--- config.mk ---
export PLATFORM = sky130hd
export DESIGN_NAME = version_string_validator_unit
export DESIGN_NICKNAME = d
export VERILOG_FILES = /design/src/design/vsv_pkg.sv /design/src/design/vsv_in_reg.sv /design/src/design/vsv_scan.sv /design/src/design/version_string_validator_unit.sv
export SDC_FILE = /design/constraint.sdc
export NUM_CORES = 1
export LEC_CHECK = 0
export BUFFER_PORTS_ARGS = -buffer_cell sky130_fd_sc_hd__buf_2
export CAP_MARGIN = 40
export CORE_ASPECT_RATIO = 0.7
export CORE_MARGIN = 3
export CORE_UTILIZATION = 60
export CTS_CLUSTER_SIZE = 14
export DETAILED_ROUTE_END_ITERATION = 16
export HOLD_SLACK_MARGIN = 0.08
export PLACE_DENSITY = 0.81
export SLEW_MARGIN = 20
export SYNTH_ARGS = -nofsm -noshare
export SYNTH_HDL_FRONTEND = slang
export SYNTH_SLANG_ARGS = --single-unit
--- constraint.sdc ---
create_clock -name clock -period 14.63 [get_ports clock]
set_input_delay 2.926 -clock clock [delete_from_list [all_inputs] [get_ports clock]]
set_output_delay 2.926 -clock clock [all_outputs]
set_load 0.01 [all_outputs]
--- src/design/vsv_pkg.sv ---
`default_nettype none

package vsv_pkg;

   localparam logic [7:0] CHAR_PLUS  = 8'h2B;
   localparam logic [7:0] CHAR_DASH  = 8'h2D;
   localparam logic [7:0] CHAR_DOT   = 8'h2E;
   localparam logic [7:0] CHAR_ZERO  = 8'h30;
   localparam logic [7:0] CHAR_NINE  = 8'h39;
   localparam logic [7:0] CHAR_UP_A  = 8'h41;
   localparam logic [7:0] CHAR_UP_Z  = 8'h5A;
   localparam logic [7:0] CHAR_LO_A  = 8'h61;
   localparam logic [7:0] CHAR_LO_Z  = 8'h7A;

   localparam logic [1:0] PART_MAJOR = 2'd0;
   localparam logic [1:0] PART_MINOR = 2'd1;
   localparam logic [1:0] PART_PATCH = 2'd2;
   localparam logic [1:0] PART_TAIL  = 2'd3;

   // digit and identifier lengths saturate here
   localparam logic [1:0] LEN_SAT    = 2'd2;

   // wide enough for byte counters of up to 10 bits, used for saturation compares
   localparam int         WIDE_W     = 10;
   localparam logic [WIDE_W-1:0] OFFSET_MAX = WIDE_W'(63);

   localparam int         RSP_DATA_W = 112;

   typedef struct packed {
      logic       valid;
      logic [7:0] char_code;
      logic       last_char;
   } vsv_byte_type;

   typedef struct packed {
      logic        valid_res;
      logic [31:0] major_number;
      logic [31:0] minor_number;
      logic [31:0] patch_number;
      logic        has_prerelease;
      logic [5:0]  prerelease_start;
      logic [5:0]  prerelease_length;
   } vsv_result_type;

   function automatic logic is_digit(input logic [7:0] c);
      return (c >= CHAR_ZERO) && (c <= CHAR_NINE);
   endfunction

   function automatic logic is_ident_char(input logic [7:0] c);
      return is_digit(c) || ((c >= CHAR_LO_A) && (c <= CHAR_LO_Z)) ||
             ((c >= CHAR_UP_A) && (c <= CHAR_UP_Z)) || (c == CHAR_DASH);
   endfunction

   function automatic logic [5:0] sat_offset(input logic [WIDE_W-1:0] v);
      return (v > OFFSET_MAX) ? 6'd63 : v[5:0];
   endfunction

endpackage

`default_nettype wire

--- src/design/vsv_in_reg.sv ---
`default_nettype none

module vsv_in_reg (
   input  wire logic                 clock,
   input  wire logic                 reset,
   input  wire logic                 req_tvalid,
   output logic                      req_tready,
   input  wire logic [7:0]           req_tdata,
   input  wire logic                 req_tlast,
   input  wire logic                 advance,
   output vsv_pkg::vsv_byte_type     held
);

   logic       valid_ff, valid_in;
   logic [7:0] char_ff;
   logic       last_ff;
   logic       accept;

   assign req_tready = !valid_ff || advance;
   assign accept     = req_tvalid && req_tready;

   always_comb begin
      if (accept) begin
         valid_in = 1'b1;
      end else if (advance) begin
         valid_in = 1'b0;
      end else begin
         valid_in = valid_ff;
      end
   end

   always_ff @(posedge clock) begin
      if (reset) begin
         valid_ff <= 1'b0;
      end else begin
         valid_ff <= valid_in;
      end
   end

   always_ff @(posedge clock) begin
      if (accept) begin
         char_ff <= req_tdata;
         last_ff <= req_tlast;
      end
   end

   assign held.valid     = valid_ff;
   assign held.char_code = char_ff;
   assign held.last_char = last_ff;

endmodule

`default_nettype wire

--- src/design/vsv_scan.sv ---
`default_nettype none

module vsv_scan #(
   parameter int MAX_LEN = 64
) (
   input  wire logic                  clock,
   input  wire logic                  reset,
   input  wire logic                  step,
   input  wire vsv_pkg::vsv_byte_type held,
   output vsv_pkg::vsv_result_type    result
);

   localparam int CNT_W = $clog2(MAX_LEN + 3);
   localparam logic [CNT_W-1:0] CNT_LIMIT = CNT_W'(MAX_LEN);

   logic [CNT_W-1:0] byte_count_ff, byte_count_in;
   logic [1:0]       part_index_ff, part_index_in;
   logic [31:0]      number_accum_ff, number_accum_in;
   logic             number_overflow_ff, number_overflow_in;
   logic [1:0]       digit_count_ff, digit_count_in;
   logic             first_digit_zero_ff, first_digit_zero_in;
   logic [31:0]      held_major_ff, held_major_in;
   logic [31:0]      held_minor_ff, held_minor_in;
   logic [1:0]       ident_length_ff, ident_length_in;
   logic             ident_all_digits_ff, ident_all_digits_in;
   logic             ident_first_zero_ff, ident_first_zero_in;
   logic             failed_ff, failed_in;
   logic [CNT_W-1:0] tail_begin_ff, tail_begin_in;

   logic [7:0]       c;
   logic [35:0]      times_ten;
   logic             part_ok, ident_ok;
   logic             fin_part_ok, fin_ident_ok;
   logic             ok;
   logic [CNT_W-1:0] count_next, tail_len;

   assign c = held.char_code;
   assign times_ten = {1'b0, number_accum_ff, 3'b000} + {3'b000, number_accum_ff, 1'b0}
                    + {32'd0, c[3:0]};

   assign part_ok  = (digit_count_ff != 2'd0) && !number_overflow_ff &&
                     !((digit_count_ff == vsv_pkg::LEN_SAT) && first_digit_zero_ff);
   assign ident_ok = (ident_length_ff != 2'd0) &&
                     !(ident_all_digits_ff && (ident_length_ff == vsv_pkg::LEN_SAT) &&
                       ident_first_zero_ff);

   assign count_next = (byte_count_ff <= CNT_LIMIT) ? byte_count_ff + CNT_W'(1)
                                                    : byte_count_ff;

   // per-byte state update, before the end-of-string clear
   always_comb begin
      part_index_in       = part_index_ff;
      number_accum_in     = number_accum_ff;
      number_overflow_in  = number_overflow_ff;
      digit_count_in      = digit_count_ff;
      first_digit_zero_in = first_digit_zero_ff;
      held_major_in       = held_major_ff;
      held_minor_in       = held_minor_ff;
      ident_length_in     = ident_length_ff;
      ident_all_digits_in = ident_all_digits_ff;
      ident_first_zero_in = ident_first_zero_ff;
      failed_in           = failed_ff;
      tail_begin_in       = tail_begin_ff;
      if (!failed_ff) begin
         priority if (c == vsv_pkg::CHAR_PLUS) begin
            failed_in = 1'b1;
         end else if (part_index_ff != vsv_pkg::PART_TAIL) begin
            priority if (vsv_pkg::is_digit(c)) begin
               if (digit_count_ff == 2'd0) begin
                  first_digit_zero_in = (c == vsv_pkg::CHAR_ZERO);
               end
               if (digit_count_ff != vsv_pkg::LEN_SAT) begin
                  digit_count_in = digit_count_ff + 2'd1;
               end
               if (times_ten[35:32] != 4'd0) begin
                  number_overflow_in = 1'b1;
               end
               number_accum_in = times_ten[31:0];
            end else if (c == vsv_pkg::CHAR_DOT) begin
               if (!part_ok || (part_index_ff == vsv_pkg::PART_PATCH)) begin
                  failed_in = 1'b1;
               end else begin
                  if (part_index_ff == vsv_pkg::PART_MAJOR) begin
                     held_major_in = number_accum_ff;
                  end else begin
                     held_minor_in = number_accum_ff;
                  end
                  part_index_in       = part_index_ff + 2'd1;
                  number_accum_in     = 32'd0;
                  number_overflow_in  = 1'b0;
                  digit_count_in      = 2'd0;
                  first_digit_zero_in = 1'b0;
               end
            end else if (c == vsv_pkg::CHAR_DASH) begin
               if (!part_ok || (part_index_ff != vsv_pkg::PART_PATCH)) begin
                  failed_in = 1'b1;
               end else begin
                  part_index_in       = vsv_pkg::PART_TAIL;
                  tail_begin_in       = byte_count_ff + CNT_W'(1);
                  ident_length_in     = 2'd0;
                  ident_all_digits_in = 1'b1;
                  ident_first_zero_in = 1'b0;
               end
            end else begin
               failed_in = 1'b1;
            end
         end else begin
            priority if (c == vsv_pkg::CHAR_DOT) begin
               if (!ident_ok) begin
                  failed_in = 1'b1;
               end
               ident_length_in     = 2'd0;
               ident_all_digits_in = 1'b1;
               ident_first_zero_in = 1'b0;
            end else if (vsv_pkg::is_ident_char(c)) begin
               if (ident_length_ff == 2'd0) begin
                  ident_first_zero_in = (c == vsv_pkg::CHAR_ZERO);
               end
               if (ident_length_ff != vsv_pkg::LEN_SAT) begin
                  ident_length_in = ident_length_ff + 2'd1;
               end
               if (!vsv_pkg::is_digit(c)) begin
                  ident_all_digits_in = 1'b0;
               end
            end else begin
               failed_in = 1'b1;
            end
         end
      end
   end

   assign fin_part_ok  = (digit_count_in != 2'd0) && !number_overflow_in &&
                         !((digit_count_in == vsv_pkg::LEN_SAT) && first_digit_zero_in);
   assign fin_ident_ok = (ident_length_in != 2'd0) &&
                         !(ident_all_digits_in && (ident_length_in == vsv_pkg::LEN_SAT) &&
                           ident_first_zero_in);

   always_comb begin
      ok = !failed_in && (count_next <= CNT_LIMIT);
      if (part_index_in == vsv_pkg::PART_TAIL) begin
         ok = ok && fin_ident_ok;
      end else begin
         ok = ok && (part_index_in == vsv_pkg::PART_PATCH) && fin_part_ok;
      end
   end

   assign tail_len = count_next - tail_begin_in;

   always_comb begin
      result = '0;
      if (ok) begin
         result.valid_res    = 1'b1;
         result.major_number = held_major_in;
         result.minor_number = held_minor_in;
         result.patch_number = number_accum_in;
         if (part_index_in == vsv_pkg::PART_TAIL) begin
            result.has_prerelease    = 1'b1;
            result.prerelease_start  =
               vsv_pkg::sat_offset(vsv_pkg::WIDE_W'(tail_begin_in));
            result.prerelease_length =
               vsv_pkg::sat_offset(vsv_pkg::WIDE_W'(tail_len));
         end
      end
   end

   always_ff @(posedge clock) begin
      if (reset || (step && held.last_char)) begin
         byte_count_ff       <= '0;
         part_index_ff       <= vsv_pkg::PART_MAJOR;
         number_accum_ff     <= 32'd0;
         number_overflow_ff  <= 1'b0;
         digit_count_ff      <= 2'd0;
         first_digit_zero_ff <= 1'b0;
         held_major_ff       <= 32'd0;
         held_minor_ff       <= 32'd0;
         ident_length_ff     <= 2'd0;
         ident_all_digits_ff <= 1'b1;
         ident_first_zero_ff <= 1'b0;
         failed_ff           <= 1'b0;
         tail_begin_ff       <= '0;
      end else if (step) begin
         byte_count_ff       <= count_next;
         part_index_ff       <= part_index_in;
         number_accum_ff     <= number_accum_in;
         number_overflow_ff  <= number_overflow_in;
         digit_count_ff      <= digit_count_in;
         first_digit_zero_ff <= first_digit_zero_in;
         held_major_ff       <= held_major_in;
         held_minor_ff       <= held_minor_in;
         ident_length_ff     <= ident_length_in;
         ident_all_digits_ff <= ident_all_digits_in;
         ident_first_zero_ff <= ident_first_zero_in;
         failed_ff           <= failed_in;
         tail_begin_ff       <= tail_begin_in;
      end
   end

   a_clear_after_last: assert property (@(posedge clock) disable iff (reset)
      step && held.last_char |=> byte_count_ff == '0 && !failed_ff &&
                                 part_index_ff == vsv_pkg::PART_MAJOR)
      else $error("scan state not cleared after last byte");

   a_invalid_is_zero: assert property (@(posedge clock) disable iff (reset)
      !result.valid_res |-> result.major_number == 32'd0 &&
                            result.patch_number == 32'd0 && !result.has_prerelease &&
                            result.prerelease_length == 6'd0)
      else $error("invalid result carries nonzero fields");

   a_tail_has_start: assert property (@(posedge clock) disable iff (reset)
      part_index_ff == vsv_pkg::PART_TAIL |-> tail_begin_ff != '0 && digit_count_ff != 2'd0)
      else $error("tail entered without start offset or patch digits");

endmodule

`default_nettype wire

--- src/design/version_string_validator_unit.sv ---
// A result is loaded into the output register once its last byte has passed the input register and scan stage.
// Throughput: 1 byte per cycle, apart from the stall below; the per-byte update is one multiply-by-ten add plus flags.
// A result waiting on rsp_tready stalls input only when the next last byte reaches the
// scan stage; all other bytes keep flowing.
// Reset: synchronous; clears the input stage, the scan state and rsp_tvalid.
`default_nettype none

module version_string_validator_unit #(
   parameter int MAX_LEN = 64
) (
   input  wire logic         clock,
   input  wire logic         reset,
   input  wire logic         req_tvalid,
   output logic              req_tready,
   input  wire logic [7:0]   req_tdata,   // [7:0] char_code
   input  wire logic         req_tlast,   // last_char
   output logic              rsp_tvalid,
   input  wire logic         rsp_tready,
   output logic [vsv_pkg::RSP_DATA_W-1:0] rsp_tdata
   // [0] valid_res, [32:1] major_number, [64:33] minor_number, [96:65] patch_number,
   // [97] has_prerelease, [103:98] prerelease_start, [109:104] prerelease_length
);

   vsv_pkg::vsv_byte_type   held;
   vsv_pkg::vsv_result_type result;
   vsv_pkg::vsv_result_type rsp_ff;
   logic                    rsp_valid_ff, rsp_valid_in;
   logic                    advance, out_load;

   assign advance  = held.valid && (!held.last_char || !rsp_valid_ff || rsp_tready);
   assign out_load = advance && held.last_char;

   vsv_in_reg u_in_reg (
      .clock      (clock),
      .reset      (reset),
      .req_tvalid (req_tvalid),
      .req_tready (req_tready),
      .req_tdata  (req_tdata),
      .req_tlast  (req_tlast),
      .advance    (advance),
      .held       (held)
   );

   vsv_scan #(
      .MAX_LEN (MAX_LEN)
   ) u_scan (
      .clock  (clock),
      .reset  (reset),
      .step   (advance),
      .held   (held),
      .result (result)
   );

   always_comb begin
      if (out_load) begin
         rsp_valid_in = 1'b1;
      end else if (rsp_tready) begin
         rsp_valid_in = 1'b0;
      end else begin
         rsp_valid_in = rsp_valid_ff;
      end
   end

   always_ff @(posedge clock) begin
      if (reset) begin
         rsp_valid_ff <= 1'b0;
      end else begin
         rsp_valid_ff <= rsp_valid_in;
      end
   end

   always_ff @(posedge clock) begin
      if (out_load) begin
         rsp_ff <= result;
      end
   end

   assign rsp_tvalid = rsp_valid_ff;
   assign rsp_tdata  = {2'b00,
                        rsp_ff.prerelease_length,
                        rsp_ff.prerelease_start,
                        rsp_ff.has_prerelease,
                        rsp_ff.patch_number,
                        rsp_ff.minor_number,
                        rsp_ff.major_number,
                        rsp_ff.valid_res};

endmodule

`default_nettype wire
-- Word level (Yosys, flattened, before mapping)
Cells that the tools add are included.
- register bits: 242
- bits in latches: 0
- bits in writable memories: 0
- bits in read-only memories: 0
- input bits: 13
- output and inout port bits: 114
- logic and storage cells: 216
- memories: 0
- add/subtract/negate cells: 7
- multiply operators: 0
- divide/modulo/power cells: 0
- magnitude comparators: 10
- equal/unequal tests: 15
- shifts and indexed selects: 0
- multiplexer cells: 107
- bitwise operators: 0
- reduce and logical (&&, ||, !) cells: 53
- operator list (cell ; number):
    $mux 32 ; 20
    $mux 110 ; 1
    $mux 7 ; 8
    $mux 1 ; 50
    $mux 2 ; 25
    $add 35x33->36 ; 1
    $add 36x4->36 ; 1
    $eq 8x6->1 const B ; 4
    $logic_and 1x1->1 ; 22
    $ge 8x7->1 const B ; 2
    $le 8x7->1 const B ; 2
    $eq 2x2->1 const B ; 7
    $gt 7x6->1 const B ; 2
    $le 7x7->1 const B ; 2
    $mux 13 ; 1
    $mux 6 ; 2
    $reduce_bool 2->1 ; 6
    $logic_not 1->1 ; 11
    $logic_or 1x1->1 ; 9
    $ge 8x6->1 const B ; 1
    $le 8x6->1 const B ; 1
    $ne 2x2->1 const B ; 4
    $add 7x1->7 const B ; 1
    $sub 7x7->7 ; 1
    other kinds (4) ; 8

-- Depth between registers and ports, before layout
- depth after elaboration: 21
- depth in mapped cells: 18
- mapped depth without buffers: 17

-- Hierarchy
Synthesis repeated with hierarchy kept, for this count alone.
- cell total of the unflattened synthesis: 1397
- area, all modules: 12782.3 µm²
- by module, submodules not included (module ; times used ; cells each ; area each (µm²) ; sequential area each (µm²)):
    vsv_scan ; 1 ; 1261 ; 9052.4 ; 2422.3
    version_string_validator_unit ; 1 ; 120 ; 3389.5 ; 3323.2
    vsv_in_reg ; 1 ; 16 ; 340.3 ; 290.3

-- Worst setup path before layout
No wires, ideal clock.
- path type: in2reg
- start point: in rsp_tready
- end point: reg u_scan.byte_count_ff[0]
- library setup time: 0.128 ns
- data arrival time: 6.936 ns
- data required time: 14.502 ns
- setup slack: 7.567 ns
- stages: 8
- buffers on the path: 3
- cells stage by stage: nor2b_1 -> nand2_1 -> and3_1 -> or2_2 -> clkbuf_1 -> clkbuf_1 -> buf_1 -> nor2_1
- word-level cells in the longest chain between the ends: 4
- ends and longest elaborated chain (what ; line ; RTL):
    start: declaration ; version_string_validator_unit.sv:18 ; input wire logic rsp_tready,
    $logic_or 1x1->1 ; version_string_validator_unit.sv:30 ; assign advance = held.valid && (!held.last_char || !rsp_valid_ff || rsp_tready);
    $logic_and 1x1->1 ; version_string_validator_unit.sv:30 ;
    $logic_and 1x1->1 ; - ;
    named net out_load ; version_string_validator_unit.sv:28 ; logic advance, out_load;
    $logic_or 1x1->1 ; vsv_scan.sv:167 ; if (reset || (step && held.last_char)) begin
    end signal: assignment ; vsv_scan.sv:182 ; byte_count_ff <= count_next;
    end: declaration ; vsv_scan.sv:16 ; logic [CNT_W-1:0] byte_count_ff, byte_count_in;
The timed path passes the listed nets, and every way through them passes these cells.
A chain may end at the register's enable or synchronous reset.

-- Worst setup path after layout
- start point: in rsp_tready
- end point: out req_tready
- word-level cells in the longest chain between the ends: 3
- ends and longest elaborated chain (what ; line ; RTL):
    $logic_or 1x1->1 ; version_string_validator_unit.sv:30 ;
    $logic_and 1x1->1 ; version_string_validator_unit.sv:30 ;
    $logic_or 1x1->1 ; vsv_in_reg.sv:19 ; assign req_tready = !valid_ff || advance;
    end: declaration ; version_string_validator_unit.sv:14 ; output logic req_tready,
Every way passes these cells.

==> run metrics <==
I/O Pins=127; crit-path most repeated cell=buf_2; Hold Path Class=reg -> reg; share of the yosys chip area belonging to registers=47.5%; final instance area=14,200 um^2; final setup fails=0; Core Box Area=20,300 um^2; global route overflow=0; post-CTS setup repair buffer count=0; Worst Path Arrival=3570 ps; Synth async-reset ratio=0%; PortBufs=124; vias per cell=6.12; register bit total from synthesis=242; PnR worst setup slack=8140 ps; reg2reg start=u_scan.number_accum_ff[0]$_SDFFE_PP0P_; layout cells sized above 1=12.9%; Rows=43; initial antenna violation count=0; Routed WL per cell=17.7 um; DIE WIDTH=180 um; GPL Wtd Cong=0.942; Hold Path Origin=u_scan.held_minor_ff[28]$_SDFFE_PP0P_; via count=11,000; clock tree buffer depth=3; first-pass GRT wire length=51.7 mm; H-tree Lvls=1; later-pin clock latency in the skew report=520 ps; worst vdd ir=0.0000891 V; Crit-path slowest cell=nor2b_1; Reg clk slew, reported paths=60 ps; mapped cell area=12,700 um^2; die area=23,000 um^2; Worst slew margin=41.3%; Tightest Pin Transition=873 ps; Synth Instances=1,431; synthesis-to-finish area growth=11.8%; Final Skew=17.0 ps; CTS tree=done; Root Driver=clkbuf_16; fin crit period=6490 ps; pwr dens=96.6 nW/um^2; post-place setup slack=8140 ps; Final Hold Viols=0; Pre-antenna DRT Iters=6; global-route usage over all layers=26.9%; Unique masters post-synth=72; Yosys top cell by area=edfxtp_1; Final Max Slew Viols=0; mean cell area of the mapped netlist=8.87 um^2; Area contributors post-synth=edfxtp_1 28%, dfxtp_1 19%, nand2_1 9.7%; Starting DRT DRC Count=1,384; Max Cap Viol=0; Fmax=0.154 GHz; Worst Setup SP=rsp_tready; Worst path max stage delay=240 ps; largest net degree at the start of global routing=69; Hold-fix buffers, CTS=0; worst path cell trace=buf_2 -> nor2b_1 -> nand3_1 -> buf_2; PnR Total Power=1370 uW; Setup crit start kind=input pin; Die Y=128 um; fin nets=1,603; final period utilization=44.4%; clock sinks=242; setup TNS=0 ps; placed insts=1,752; Req. time, crit path=11,700 ps; Final ANT Viol Nets=0; top_reg_cell synth=dfxtp_1; Crit Path Category=in -> out; antenna cell count=0; vias in the first global route=10,300; post_cts resized=0; outcome=finished, final reports clean; Starting Density=62.6%; r2r setup slk=9410 ps; Cell Area, Placed=13,500 um^2; CP endpoint kind=output port; final WL=31.8 mm; EDFF count, synth=119; CTS Buf Count=23; Yosys top cell area share=28.1%; Final Non-Filler Cells=1,794; DRC violations left=0; leak pwr=0.00539 uW; CP Max Fanout=4; synth warn=0; unrepaired setup endpoints after global routing=false; DP Wirelength=21.3 mm
-- worst paths after layout --
check / cells after the start / endpoint
setup / recovery: 4 / req_tready
hold reg to reg: 2 / u_scan.held_minor_ff[28]$_SDFFE_PP0P_
setup reg to reg: 14 / rsp_tdata[19]$_SDFFCE_PN0P_
hold / removal: 2 / u_scan.held_minor_ff[28]$_SDFFE_PP0P_
-- stage by stage --
step	util, %	hold slack, ps
after CTS	70.0	452
final	70.0	451
after floorplan	-	432
after global placement	66.1	438
after detailed placement	66.5	444
after global routing	70.0	469
-- report_power, final --
| group | total [uW] | switching, uW | internal (uW) | leakage, uW |
|---|---|---|---|---|
| Combinational | 75.2 | 49.9 | 25.4 | 0.00289 |
| Clock | 568 | 248 | 319 | 0.000335 |
| Sequential | 729 | 10.1 | 719 | 0.00216 |
| Total | 1370 | 308 | 1060 | 0.00539 |
-- layout make-up --
cell class | count | area (um^2)
fillers | 1582 | 6090
well taps | 270 | 338
clock inverters | 7 | 67.6
multi-input cells | 1067 | 6200
repair buffers | 144 | 807
flip-flops and latches | 242 | 6040
inverters | 30 | 113
clock buffers | 34 | 637
-- state kept, by name (all words and copies together), names as in the netlist --
name and flops:
u_in_reg.last_ff 1, u_scan.ident_all_digits_ff 1, u_in_reg.char_ff 8, u_scan.byte_count_ff 7, u_scan.tail_begin_ff 7, u_scan.failed_ff 1, u_scan.digit_count_ff 2, u_scan.number_accum_ff 32
u_scan.held_minor_ff 32, u_scan.held_major_ff 32, u_scan.ident_first_zero_ff 1, rsp_tdata 110, u_scan.number_overflow_ff 1, rsp_tvalid 1, u_scan.part_index_ff 2, u_in_reg.valid_ff 1
u_scan.first_digit_zero_ff 1, u_scan.ident_length_ff 2
-- kinds of logic (layout without fill, tap and decap cells) --
kind of cell               after synthesis  in the layout  synth area share (%)
xor gates and xnor gates                48             48                  3.31
muxes                                    3              3                 0.237
AOI/OAI and AO/OA                      396            396                  19.1
DFF                                    242            242                  47.5
buffers and inverters                  123            215                  3.99
other                                    1              2                0.0295
adders and majority gates               82             82                  8.26
and+or+nand+nor                        536            536                  17.6
-- synthesized netlist by cell type (all sizes together), types with 3 or more instances --
master   number
nand2       329
a21oi       219
nor2        126
dfxtp       123
edfxtp      119
ha           79
clkbuf       74
a22oi        33
o21ai        31
inv          30
xnor2        26
xor2         22
a21o         20
buf          19
a211oi       18
nand3        16
nor3         13
a32oi        12
a31oi         9
and3          8
nand4         7
a211o         6
nor4          6
o21a          6
o31ai         6
o211ai        5
o21bai        5
or2           5
and2          4
nor2b         4
a2111oi       3
fa            3
mux2i         3
o211a         3
o31a          3
or3           3
-- per-layer routing --
layer,wire length [um],part of all wire (%),GRT usage (%),vias up
li1,-,-,-,5200
met1,14400,45,39.8,5169
met2,13800,43,41.8,549
met3,2960,9.3,4.34,58
met4,646,2.0,6.36,0
met5,0,0,0,-
-- worst max-delay path: cells and delay by family --
family | cells | cell delay [ps]
buf+inv | 2 | 260
simple gates | 2 | 380
-- layout by cell type (no fill, tap or decap), types with 4 or more instances in the layout --
master,n
nor3_1,12
o211ai_1,5
buf_4,15
a211oi_1,18
a22oi_1,33
a31oi_1,9
xor2_1,22
a21oi_1,219
nand4_1,7
o21a_1,6
ha_1,79
clkbuf_1,9
a211o_1,6
xnor2_1,26
nor2_1,121
o21bai_1,4
nand2_1,328
nand3_1,16
nor2_2,4
clkbuf_16,23
buf_2,125
inv_1,29
edfxtp_1,119
a21o_1,20
nor4_1,5
and3_1,7
a32oi_1,12
and2_1,4
dfxtp_1,123
o21ai_0,30
o31ai_1,5
nor2b_1,4
Note: power is estimated with default switching activity, not from simulation.
